$ cat src/rtl/core/lei_pkg.sv
package lei_pkg;

  localparam int Q_W     = 32;  // Q8.24 coordinate width
  localparam int FRAC_W  = 24;
  localparam int SIGMA_W = 29;
  localparam int RHO_W   = 30;
  localparam int BETA_W  = 27;
  localparam int DT_W    = 25;
  localparam int CNT_W   = 17;
  localparam int ADDR_W  = 5;
  localparam int DATA_W  = 32;

  localparam int OP_W    = Q_W + 1;             // multiplier operand width
  localparam int PROD_W  = 2 * OP_W;            // full product width
  localparam int SHP_W   = PROD_W - FRAC_W;     // product after the 24-bit shift
  localparam int ACC_W   = SHP_W + 1;           // adder width
  localparam int REG_IDX_W = 3;

  localparam logic [REG_IDX_W-1:0] REG_SIGMA  = 3'd0;
  localparam logic [REG_IDX_W-1:0] REG_RHO    = 3'd1;
  localparam logic [REG_IDX_W-1:0] REG_BETA   = 3'd2;
  localparam logic [REG_IDX_W-1:0] REG_DT     = 3'd3;
  localparam logic [REG_IDX_W-1:0] REG_RUNLEN = 3'd4;

  localparam logic [SIGMA_W-1:0] SIGMA_RST  = 29'd167772160;
  localparam logic [RHO_W-1:0]   RHO_RST    = 30'd469762048;
  localparam logic [BETA_W-1:0]  BETA_RST   = 27'd44739243;
  localparam logic [DT_W-1:0]    DT_RST     = 25'd83886;
  localparam logic [CNT_W-1:0]   RUNLEN_RST = 17'd10000;

  localparam logic signed [Q_W-1:0] START_X = 32'sd1677722;  // 0.1 in Q8.24

  localparam logic signed [ACC_W-1:0] ACC_MAX = 43'sd2147483647;
  localparam logic signed [ACC_W-1:0] ACC_MIN = -43'sd2147483648;
  localparam logic signed [Q_W-1:0]   Q_MAX   = 32'sh7fffffff;
  localparam logic signed [Q_W-1:0]   Q_MIN   = 32'sh80000000;

  typedef struct packed {
    logic [SIGMA_W-1:0] sigma;
    logic [RHO_W-1:0]   rho;
    logic [BETA_W-1:0]  beta;
    logic [DT_W-1:0]    time_step;
    logic [CNT_W-1:0]   run_length;
  } cfg_t;

  // Clamp a wide signed value to the Q8.24 range.
  function automatic logic signed [Q_W-1:0] sat32(input logic signed [ACC_W-1:0] v);
    if (v > ACC_MAX) begin
      return Q_MAX;
    end else if (v < ACC_MIN) begin
      return Q_MIN;
    end else begin
      return v[Q_W-1:0];
    end
  endfunction

endpackage

$ cat src/rtl/core/lei_mul.sv
module lei_mul import lei_pkg::*; (
  input  logic                     clk,
  input  logic signed [OP_W-1:0]   a,
  input  logic signed [OP_W-1:0]   b,
  output logic signed [PROD_W-1:0] prod
);

  // Full signed product, registered; a new pair may enter every cycle.
  always_ff @(posedge clk) begin
    prod <= PROD_W'(a) * PROD_W'(b);
  end

endmodule

$ cat config.mk
export PLATFORM = sky130hd
export DESIGN_NAME = lei_mul
export DESIGN_NICKNAME = d
export VERILOG_FILES = /design/src/rtl/core/lei_pkg.sv /design/src/rtl/core/lei_mul.sv
export SDC_FILE = /design/constraint.sdc
export NUM_CORES = 2
export LEC_CHECK = 0
export ABC_AREA = 0
export BUFFER_PORTS_ARGS = -buffer_cell sky130_fd_sc_hd__clkbuf_2
export CAP_MARGIN = 20
export CORE_AREA = 5 5 293 267
export DETAILED_ROUTE_END_ITERATION = 8
export DIE_AREA = 0 0 298 272
export PLACE_DENSITY = 0.71
export REMOVE_ABC_BUFFERS = 1
export SETUP_SLACK_MARGIN = 0.4
export SLEW_MARGIN = 15
export SYNTH_ARGS = -nofsm -noshare
export SYNTH_HDL_FRONTEND = slang
export SYNTH_SLANG_ARGS = --single-unit
$ cat constraint.sdc
create_clock -name clk -period 9.9 [get_ports clk]
set_input_delay 0.99 -clock clk [delete_from_list [all_inputs] [get_ports clk]]
set_output_delay 0.99 -clock clk [all_outputs]
set_load 0.005 [all_outputs]
Word level (Yosys, flattened, before mapping). Index checks and enable logic that the tools add are counted.

Register bits: 66. Input bits: 67. Output and inout bits: 66. Logic and storage cells: 2.

Multiply operators: 1.

Operators by type and width (count): $mul 33x33->66 (1).

Depth between registers and ports, before layout.
Depth in word-level cells: 1. Depth in mapped cells: 27. Depth with buffers taken out: 26.

Worst setup path before layout. No wires, ideal clock.

Path kind: in2reg. Start point: input a[32]. End point: register prod[62]. Setup time: 0.079 ns. Arrival: 8.147 ns. Required time: 9.821 ns. Setup slack: 1.674 ns. Cell stages on the path: 23. Path buffers: 2. Cells stage by stage: clkbuf_1 nand2_1 inv_1 fa_1 fa_1 fa_1 fa_1 fa_1 fa_1 fa_1 inv_1 fa_1 inv_1 ha_1 clkbuf_1 and3_1 nand3_1 nand2b_1 a2111oi_4 a211oi_4 a21o_2 a21o_1 a211oi_2.

Cells in the longest elaborated chain, start to end: 1.

RTL lines: start: declaration (line lei_mul.sv:3) `input logic signed [OP_W-1:0] a,`; $mul 33x33->66 (line lei_mul.sv:10) `prod <= PROD_W'(a) * PROD_W'(b);`; end signal: assignment (line lei_mul.sv:10); end: declaration (line lei_mul.sv:5) `output logic signed [PROD_W-1:0] prod`.

No other way between the ends.

Final worst setup path. Same ends and word-level chain as after synthesis.

==> impl_metrics.json <==
{
  "critPathTopFamily": "adder cells",
  "core_area_um2": 75100,
  "ioPinCount": 133,
  "rsz0062_at_grt": "false",
  "synth_cells": 4338,
  "timing.critical_path.buf_inv": 6,
  "cts_setup_buffers": 0,
  "yosys_warnings": 0,
  "cts_resized": 0,
  "crit_type": "input pin to register",
  "drtIter0Drc": 1790,
  "final_common_cell": "fa_1",
  "core.rowCount": 96,
  "cp_common_cell": "fa_1",
  "synth_edf_count": 0,
  "period_minus_slack_ns": 8.69,
  "cp-end-kind": "register",
  "portBuffers": 132,
  "grt_max_degree": 34,
  "drc": 0,
  "clk_pin_slew_worst_paths_ns": 0.06,
  "cts_hold_buf": 0,
  "post-route-period-util": 0.878,
  "outcome": "finished clean",
  "drt-total-wl_mm": 104,
  "start_kind": "input pin",
  "fin_ws_ns": 1.21,
  "via_per_inst": 5.41,
  "drive_gt1_frac": 0.0498,
  "min_path_type": "input pin to register",
  "cp.required_ns": 10.19,
  "setup_viol": 0,
  "ys_ff_latch": 66,
  "cts_max_level": 3,
  "grt_first_pass_wirelength_mm": 171,
  "reg_top3": "prod x66",
  "final_cell_mix": "fa_1 (1145), inv_1 (1131), and2_1 (562)",
  "fill_cells": 6561,
  "arrival_ns": 8.99,
  "vias": 28500,
  "finalHoldViolCount": 0,
  "cts.path.max_buffers": 2,
  "slew_headroom": 0.265,
  "place_congestion": 0.919,
  "ys.flop_type": "dfxtp_1",
  "cts-root-buf": "clkbuf_16",
  "wl_per_cell_um": 19.8,
  "drv_cap": 0,
  "cts_sinks": 66,
  "nNetsFinal": 5720,
  "gr-total-overflow": 0,
  "die-height_um": 272,
  "path_max_fanout": 33,
  "cts_inserted_buffers": 9,
  "antenna_found_initial": 2,
  "first_pass_iters": 6,
  "postRouteAntennaNets": 0,
  "ys_seq_area_frac": 0.0324,
  "grt_use_total": 0.270,
  "syn2layout_area_growth_pct": 3.98,
  "dpl.hpwl_mm": 86.7,
  "worst_pin_slew_ns": 1.10,
  "dp_slack_ns": 0.843,
  "regMostFlops": "prod",
  "start_util": 0.543,
  "cpPeakStageDelay_ns": 1.18,
  "slowest_stage": "fa_1",
  "fp.dieArea_um2": 81100,
  "cts_tree": "done",
  "crit_chain": "clkbuf_2, nand2_1, inv_1, fa_1, fa_1, inv_1, fa_1, inv_1, fa_1, fa_1, fa_1, fa_1, inv_1, fa_1, inv_1, ha_1, and3_1, nand3_1, nand2b_1, a2111oi_4, a211oi_4, a21o_2, a21o_1, a211oi_2",
  "final.setup.tns_ns": 0,
  "die_w_um": 298,
  "syn_avg_cell_area_um2": 9.39,
  "ys_async_sr_fraction": 0,
  "syn_area_um2": 40700,
  "largest_reg_flops": 66,
  "grt_pass1_vias": 31600,
  "finalMaxSlewViolations": 0,
  "clock.fmax_mhz": 115,
  "yosysUniqueCellTypes": 80
}
## layout make-up
class | instances | area, um^2 | area share
clock buffer | 11 | 233 | 0.00549
timing repair buffer | 163 | 908 | 0.0214
sequential | 66 | 1320 | 0.0312
clock inverter | 5 | 103 | 0.00242
antenna | 1 | 2.50 | 0.0000591
multi-input combinational | 2920 | 34300 | 0.810
inverter | 1131 | 4250 | 0.100
tap | 980 | 1230 | 0.0289
## stage by stage
step / instances / cell area (um^2) / hold WS [ns] / util
after floorplan: 4117 / 39900 / 1.11 / -
after global placement: 5258 / 42000 / 1.36 / 0.559
after detailed placement: 5259 / 42000 / 1.36 / 0.560
after CTS: 5275 / 42300 / 1.27 / 0.564
after global routing: 5276 / 42400 / 1.30 / 0.564
final: 5277 / 42400 / 1.31 / 0.564
## synthesized netlist by cell type, types with 25 or more instances
| cell type | number | share of area |
|---|---|---|
| nor2_1 | 68 | 0.0063 |
| xor2_1 | 25 | 0.0054 |
| inv_1 | 1131 | 0.10 |
| nand3_1 | 25 | 0.0031 |
| nand2_1 | 551 | 0.051 |
| a21oi_1 | 57 | 0.0070 |
| clkbuf_1 | 208 | 0.019 |
| and2_1 | 562 | 0.086 |
| fa_1 | 1145 | 0.56 |
| o21ai_0 | 25 | 0.0031 |
| ha_1 | 217 | 0.067 |
| xnor2_1 | 43 | 0.0092 |
| dfxtp_1 | 66 | 0.032 |
| a21o_1 | 36 | 0.0066 |
## kinds of logic after synthesis
| logic type | share of synthesized area |
|---|---|
| AOI/OAI and AO/OA | 0.0407 |
| xor gates and xnor gates | 0.0146 |
| buffers and inverters | 0.125 |
| and+or+nand+nor | 0.158 |
| adders and majority gates | 0.629 |
| DFF | 0.0324 |
## path summary, 6_finish.rpt
check / end / cells past startpoint / startpoint
max: prod[62] / 24 / a[32]
min: prod[0] / 2 / b[0]
## per-layer routing
layer | GRT usage | vias up | wire length (um)
li1 | - | 12200 | -
met1 | 0.361 | 15100 | 42300
met2 | 0.452 | 1010 | 51000
met3 | 0.0573 | 193 | 8000
met4 | 0.0728 | 0 | 2970
met5 | 0 | - | 0
Power is not shown: default switching activity piles up to over one toggle a cycle in this logic, so the estimate is an artifact.
