==> src/rtl/core/lei_pkg.sv <==
package lei_pkg;

  localparam int Q_W     = 32;  // Q8.24 coordinate width
  localparam int FRAC_W  = 24;
  localparam int SIGMA_W = 29;
  localparam int RHO_W   = 30;
  localparam int BETA_W  = 27;
  localparam int DT_W    = 25;
  localparam int CNT_W   = 17;
  localparam int ADDR_W  = 5;
  localparam int DATA_W  = 32;

  localparam int OP_W    = Q_W + 1;             // multiplier operand width
  localparam int PROD_W  = 2 * OP_W;            // full product width
  localparam int SHP_W   = PROD_W - FRAC_W;     // product after the 24-bit shift
  localparam int ACC_W   = SHP_W + 1;           // adder width
  localparam int REG_IDX_W = 3;

  localparam logic [REG_IDX_W-1:0] REG_SIGMA  = 3'd0;
  localparam logic [REG_IDX_W-1:0] REG_RHO    = 3'd1;
  localparam logic [REG_IDX_W-1:0] REG_BETA   = 3'd2;
  localparam logic [REG_IDX_W-1:0] REG_DT     = 3'd3;
  localparam logic [REG_IDX_W-1:0] REG_RUNLEN = 3'd4;

  localparam logic [SIGMA_W-1:0] SIGMA_RST  = 29'd167772160;
  localparam logic [RHO_W-1:0]   RHO_RST    = 30'd469762048;
  localparam logic [BETA_W-1:0]  BETA_RST   = 27'd44739243;
  localparam logic [DT_W-1:0]    DT_RST     = 25'd83886;
  localparam logic [CNT_W-1:0]   RUNLEN_RST = 17'd10000;

  localparam logic signed [Q_W-1:0] START_X = 32'sd1677722;  // 0.1 in Q8.24

  localparam logic signed [ACC_W-1:0] ACC_MAX = 43'sd2147483647;
  localparam logic signed [ACC_W-1:0] ACC_MIN = -43'sd2147483648;
  localparam logic signed [Q_W-1:0]   Q_MAX   = 32'sh7fffffff;
  localparam logic signed [Q_W-1:0]   Q_MIN   = 32'sh80000000;

  typedef struct packed {
    logic [SIGMA_W-1:0] sigma;
    logic [RHO_W-1:0]   rho;
    logic [BETA_W-1:0]  beta;
    logic [DT_W-1:0]    time_step;
    logic [CNT_W-1:0]   run_length;
  } cfg_t;

  // Clamp a wide signed value to the Q8.24 range.
  function automatic logic signed [Q_W-1:0] sat32(input logic signed [ACC_W-1:0] v);
    if (v > ACC_MAX) begin
      return Q_MAX;
    end else if (v < ACC_MIN) begin
      return Q_MIN;
    end else begin
      return v[Q_W-1:0];
    end
  endfunction

endpackage

==> src/rtl/core/lei_regs.sv <==
module lei_regs import lei_pkg::*; (
  input  logic              clk,
  input  logic              rst,
  input  logic              psel,
  input  logic              penable,
  input  logic              pwrite,
  input  logic [ADDR_W-1:0] paddr,
  input  logic [DATA_W-1:0] pwdata,
  output logic [DATA_W-1:0] prdata,
  output logic              pready,
  output cfg_t              cfg
);

  logic                 wr_en;
  logic [REG_IDX_W-1:0] idx;

  assign pready = 1'b1;
  assign wr_en  = psel && penable && pwrite && pready;
  assign idx    = paddr[ADDR_W-1:2];

  always_ff @(posedge clk) begin
    if (rst) begin
      cfg.sigma      <= SIGMA_RST;
      cfg.rho        <= RHO_RST;
      cfg.beta       <= BETA_RST;
      cfg.time_step  <= DT_RST;
      cfg.run_length <= RUNLEN_RST;
    end else if (wr_en) begin
      unique case (idx)
        REG_SIGMA:  cfg.sigma      <= pwdata[SIGMA_W-1:0];
        REG_RHO:    cfg.rho        <= pwdata[RHO_W-1:0];
        REG_BETA:   cfg.beta       <= pwdata[BETA_W-1:0];
        REG_DT:     cfg.time_step  <= pwdata[DT_W-1:0];
        REG_RUNLEN: cfg.run_length <= pwdata[CNT_W-1:0];
        default: ;  // unmapped: drop the write
      endcase
    end
  end

  always_comb begin
    unique case (idx)
      REG_SIGMA:  prdata = DATA_W'(cfg.sigma);
      REG_RHO:    prdata = DATA_W'(cfg.rho);
      REG_BETA:   prdata = DATA_W'(cfg.beta);
      REG_DT:     prdata = DATA_W'(cfg.time_step);
      REG_RUNLEN: prdata = DATA_W'(cfg.run_length);
      default:    prdata = '0;
    endcase
  end

endmodule

==> config.mk <==
export PLATFORM = sky130hd
export DESIGN_NAME = lei_regs
export DESIGN_NICKNAME = d
export VERILOG_FILES = /design/src/rtl/core/lei_pkg.sv /design/src/rtl/core/lei_regs.sv
export SDC_FILE = /design/constraint.sdc
export NUM_CORES = 1
export LEC_CHECK = 0
export BUFFER_PORTS_ARGS = -buffer_cell sky130_fd_sc_hd__buf_2
export CORE_UTILIZATION = 45
export CTS_CLUSTER_SIZE = 24
export DETAILED_ROUTE_END_ITERATION = 7
export PLACE_DENSITY = 0.72
export SYNTH_ARGS = -nofsm -noshare
export SYNTH_HDL_FRONTEND = slang
export SYNTH_SLANG_ARGS = --single-unit
export TNS_END_PERCENT = 50
==> constraint.sdc <==
create_clock -name clk -period 3.2 [get_ports clk]
set_input_delay 0.32 -clock clk [delete_from_list [all_inputs] [get_ports clk]]
set_output_delay 0.32 -clock clk [all_outputs]
set_load 0.1 [all_outputs]
# Yosys cells after proc, flatten, opt, wreduce, memory -nomap -nowiden
# Index checks and enable logic that the tools add are counted.
[totals]
reg_bits = 128
in_bits = 42
wordCells = 18
[op_classes]
eq_ne = 4
muxes = 1
reduce_logical = 8
[ops]
columns = ["operator", "n"]
rows = [
  ["$pmux 30 s5", 1],
  ["$reduce_and 2->1", 5],
  ["$eq 3x2->1 const B", 2],
  ["$eq 3x1->1 const B", 1],
  ["$eq 3x3->1 const B", 1],
  ["$logic_not 3->1", 1],
  ["$logic_and 1x1->1", 2],
]

# Longest topological paths before layout
[depth]
depth_word = 3
mapped_depth = 7

# Least setup slack after synthesis
# Ideal clock, no wire load.
[synth_timing]
path_kind = "register -> output"
start = "register cfg[96] (netlist bit)"
end = "output port prdata[27]"
arrival_ps = 3175
slack_ps = -295
path_stages_with_launch = 3
n_path_buf = 0
path_cell_list = "dfxtp_1 -> mux2i_1 -> nor3_1"
[synth_via]
elab_chain_cells = 1
[synth_rtl]
columns = ["item", "line_no", "rtl"]
rows = [
  ["start: declaration", "lei_regs.sv:11", "output cfg_t cfg"],
  ["$pmux 30 s5", "lei_regs.sv:41", "unique case (idx)"],
  ["end: declaration", "lei_regs.sv:9", "output logic [DATA_W-1:0] prdata,"],
]
# Every way passes these cells.

# Final worst setup path
[layout_timing]
start = "input port paddr[3]"
end = "output port prdata[13]"
[layout_via]
elab_chain_cells = 2
elab_cells_between_ends = 6
cone_classes = "4 x eq/ne; 1 x mux; 1 x reduce/logical"
[layout_rtl]
columns = ["item", "line_no", "rtl"]
rows = [
  ["start: declaration", "lei_regs.sv:7", "input logic [ADDR_W-1:0] paddr,"],
  ["$eq 3x3->1, or another cell as far along", "lei_regs.sv:41", ""],
  ["$pmux 30 s5 (*)", "lei_regs.sv:41", ""],
]
# Mark *: on every way between the ends. The rest lies on a longest branch, timed or not.

==> summary.md <==
| Metric | Value |
|---|---|
| Top reg by flops | cfg |
| R2r worst-path depth | 2 |
| Final cycle utilization of the critical path | between 70% and 80% |
| Setup Skew | 0 ns |
| Hold path start | pwdata[29] |
| Remaining DRCs | 0 |
| First-pass GRT wire length | about 28 mm |
| MaxCap Viol Count | 0 |
| Share of post-route cells with drive strength above 1 | roughly a third |
| Slowest CP cell | buf_2 |
| CTS tree | yes |
| DP HPWL | 12.6 mm |
| Top sig layer | met4 |
| Most frequent cell after synthesis | mux2i_1 |
| Worst slew margin | approximately 44% |
| Syn Inst Count | 607 |
| Crit-path cells | buf_2, buf_4, and3b_1, a31oi_1, o22ai_1, buf_2 |
| Height of the die | roughly 120 um |
| Total global-route track usage | a little over a quarter |
| DR vias | around 5300 |
| Post-CTS Setup Inserts | 0 |
| Layout filler cell count | about 1100 |
| Synth Flop Type | dfxtp_1 |
| Final setup fails | 0 |
| Fin. Hold Viols | 0 |
| Largest stage delay on the critical path | 0.47 ns |
| DRT iter0 DRCs | ~390 |
| Crit-path leading delay family | buffers and inverters |
| Clk sink count | 128 |
| H-tree depth | 4 |
| Routed wl met2 | 8.77 mm |
| Synth Register Bits | about 130 |
| Minimum clock period | ~2.3 ns |
| Reg2reg start | cfg[127] |
| Seq/Total Area, Yosys | just over 40% |
| Vias per cell | ~5.4 |
| Synth top area share | a little over 40% |
| Final nets | about 830 |
| RSZ-0062 raised after global routing | false |
| Grt total ovfl | 0 |
| WP depth | 6 |
| R2R setup slack | between 2 and 3 ns |
| Port buffer count | between 150 and 200 |
| Vias in the first global route | about 5200 |
| Crit path max fanout | 19 |
| Power, Total | around 4.1 mW |
| PwrDens | between 500 and 600 nW/um^2 |
| Num ports | 203 |
| Crit path launch | paddr[3] |
| Site row count | 42 |
| Leading area contributor after synthesis | dfxtp_1 |
| DRT Pass-1 Iters | 6 |
| Num CTS Buffers | 17 |
| Max Freq | between 0.4 and 0.5 GHz |
| Die W | 119 um |
| Biggest regs | cfg: 128 flops |
| Crit path DAT | approximately 2 ns |
| Reg-to-reg critical path endpoint | cfg[127] |
| Max reg flops | 128 |
| Crit path launch type | primary input |
| Largest net degree at the start of global routing | between 70 and 80 |
| CP most frequent cell | buf_2 |
| DRT met1 WL | about 7.5 mm |
| Root Driver | clkbuf_16 |
| Status | finished, final reports clean |
| Post-Syn Area | 6190 sq um |
| Post-cts resize count | 0 |
| Final core utilization | roughly 61% |
| Initial Utilization | approximately 46% |
| Measured slew at the worst slew-check pin | between 0.8 and 0.9 ns |
| Die area | 14200 sq um |
| Yosys warning count | 0 |
| Final Max Tran Viols | 0 |
| Reg clk slew, reported paths | approximately 0.05 ns |
| Crit path buf inv count | 3 |
| Crit end category | output port |
| Initial antenna violation count | 1 |
| Leakage | just under 4 nW |
| Core footprint | about 13000 sq um |
| EDFF count, synth | 0 |
| DRT antenna net count | 0 |
| Met3 WL | between 1 and 1.5 mm |
| Post-synth ARST share | 0% |
| Hold buffer count at cts | 0 |
| Min-delay worst type | in2reg |
| DRT Wirelength | 18.0 mm |
| WL/cell | approximately 19 um |
| Final estimated routing congestion in global placement | roughly 0.82 |
| Clock latency on the worst-skew pair | around 0.42 ns |
| Post-synth top cells | mux2i_1, dfxtp_1, nand2b_1 |
| Worst-case clock buffer depth | 2 |
| Req. time, crit path | approximately 2.9 ns |
| Post-synth cell types | 30 |
| Synth area leaders | dfxtp_1, mux2i_1, nand2b_1 |
| Worst VDD drop | ~0.34 mV |
| Mean post-synth cell area | 10.2 sq um |
| Area grow syn2layout | 31.0% |
| CP endpoint | prdata[13] |
| Setup CP Type | in2out |
==> layout by cell type, fill, tap and decap left out <==
cell type  synthesis  final
a21oi_1            2      2
a22oi_1           34     34
a31oi_1            1      1
and3_1             4      4
and3_4             1      1
and3b_1            1      1
and4b_1            1      1
buf_12             1     19
buf_2             17    177
buf_4             13     17
bufinv_16          0      2
clkbuf_1          19      2
clkbuf_16          0     17
clkbuf_8           0      8
clkinv_2           0      2
conb_1             2      3
dfxtp_1          128    128
diode_2            0      1
inv_2              1      1
mux2_2            19     19
mux2i_1          129    129
mux4_2             8      8
nand2_1            2      2
nand2b_1         121    121
nand3_1            3      2
nand3_2            0      1
nand3_4            1      1
nand4b_4           1      1
nor2_1            59     59
nor2_2             1      1
nor2b_1           11      9
nor2b_2            0      2
nor3_1             2      1
nor3_2             0      1
nor3_4             2      2
o22ai_1           17     17
o31ai_1            1      1
==> worst reg2reg max path, cell delays in order (launching register included) <==
cell	delay, ns
dfxtp_1	0.38
o31ai_1	0.09
a21oi_1	0.16
==> area by class of cell <==
class | count | area (sq um) | area share (%)
Multi-Input combinational cell | 424 | 3310 | 40.8
Timing Repair Buffer | 213 | 1390 | 17.2
Inverter | 1 | 3.75 | 0.0463
Tap cell | 176 | 220 | 2.72
Clock inverter | 4 | 70.1 | 0.864
Sequential cell | 128 | 2560 | 31.6
Clock buffer | 27 | 543 | 6.70
Antenna cell | 1 | 2.50 | 0.0309
==> where the power goes <==
group,total [mW],internal [mW],leakage [nW],switching [mW]
registers,1.62,1.61,1.03,0.00989
clock network,1.98,1.31,0.305,0.671
logic,0.537,0.157,2.50,0.380
total,4.13,3.07,3.84,1.06
==> routing by layer <==
layer,vias up,global-route usage (%)
li1,2449,-
met1,2555,31.4
met2,227,42.8
met3,34,7.47
met4,0,12.3
met5,-,0
==> worst min-delay path by stage <==
stage | end | slack [ns] | cells after the start
after floorplan | cfg[127] | 0.47 | 2
after CTS | cfg[127] | 0.16 | 3
after global routing | cfg[98] | 0.18 | 3
final | cfg[98] | 0.18 | 3
after detailed placement | cfg[92] | 0.48 | 2
after global placement | cfg[112] | 0.47 | 2
==> cell families (layout without fill, tap and decap cells) <==
logic type	after synthesis	count (layout)	share of synthesized area, %
flops	128	128	41.4
compound gates	55	55	6.23
buf+inv	56	245	5.40
simple gates	210	210	19.6
mux	156	156	27.2
other cells	2	4	0.121
==> metrics by stage <==
step                      setup TNS, ns  hold WS [ns]  instance area (sq um)  setup WS [ns]  std cells
after floorplan                  -0.295         0.468                   6200         -0.295        608
after global placement                0         0.470                   7490          0.876        942
after detailed placement              0         0.481                   7490          0.792        942
after CTS                             0         0.163                   8110          0.855        973
after global routing                  0         0.177                   8110          0.760        973
final                                 0         0.177                   8110          0.871        974
(Power assumes the default switching activity.)
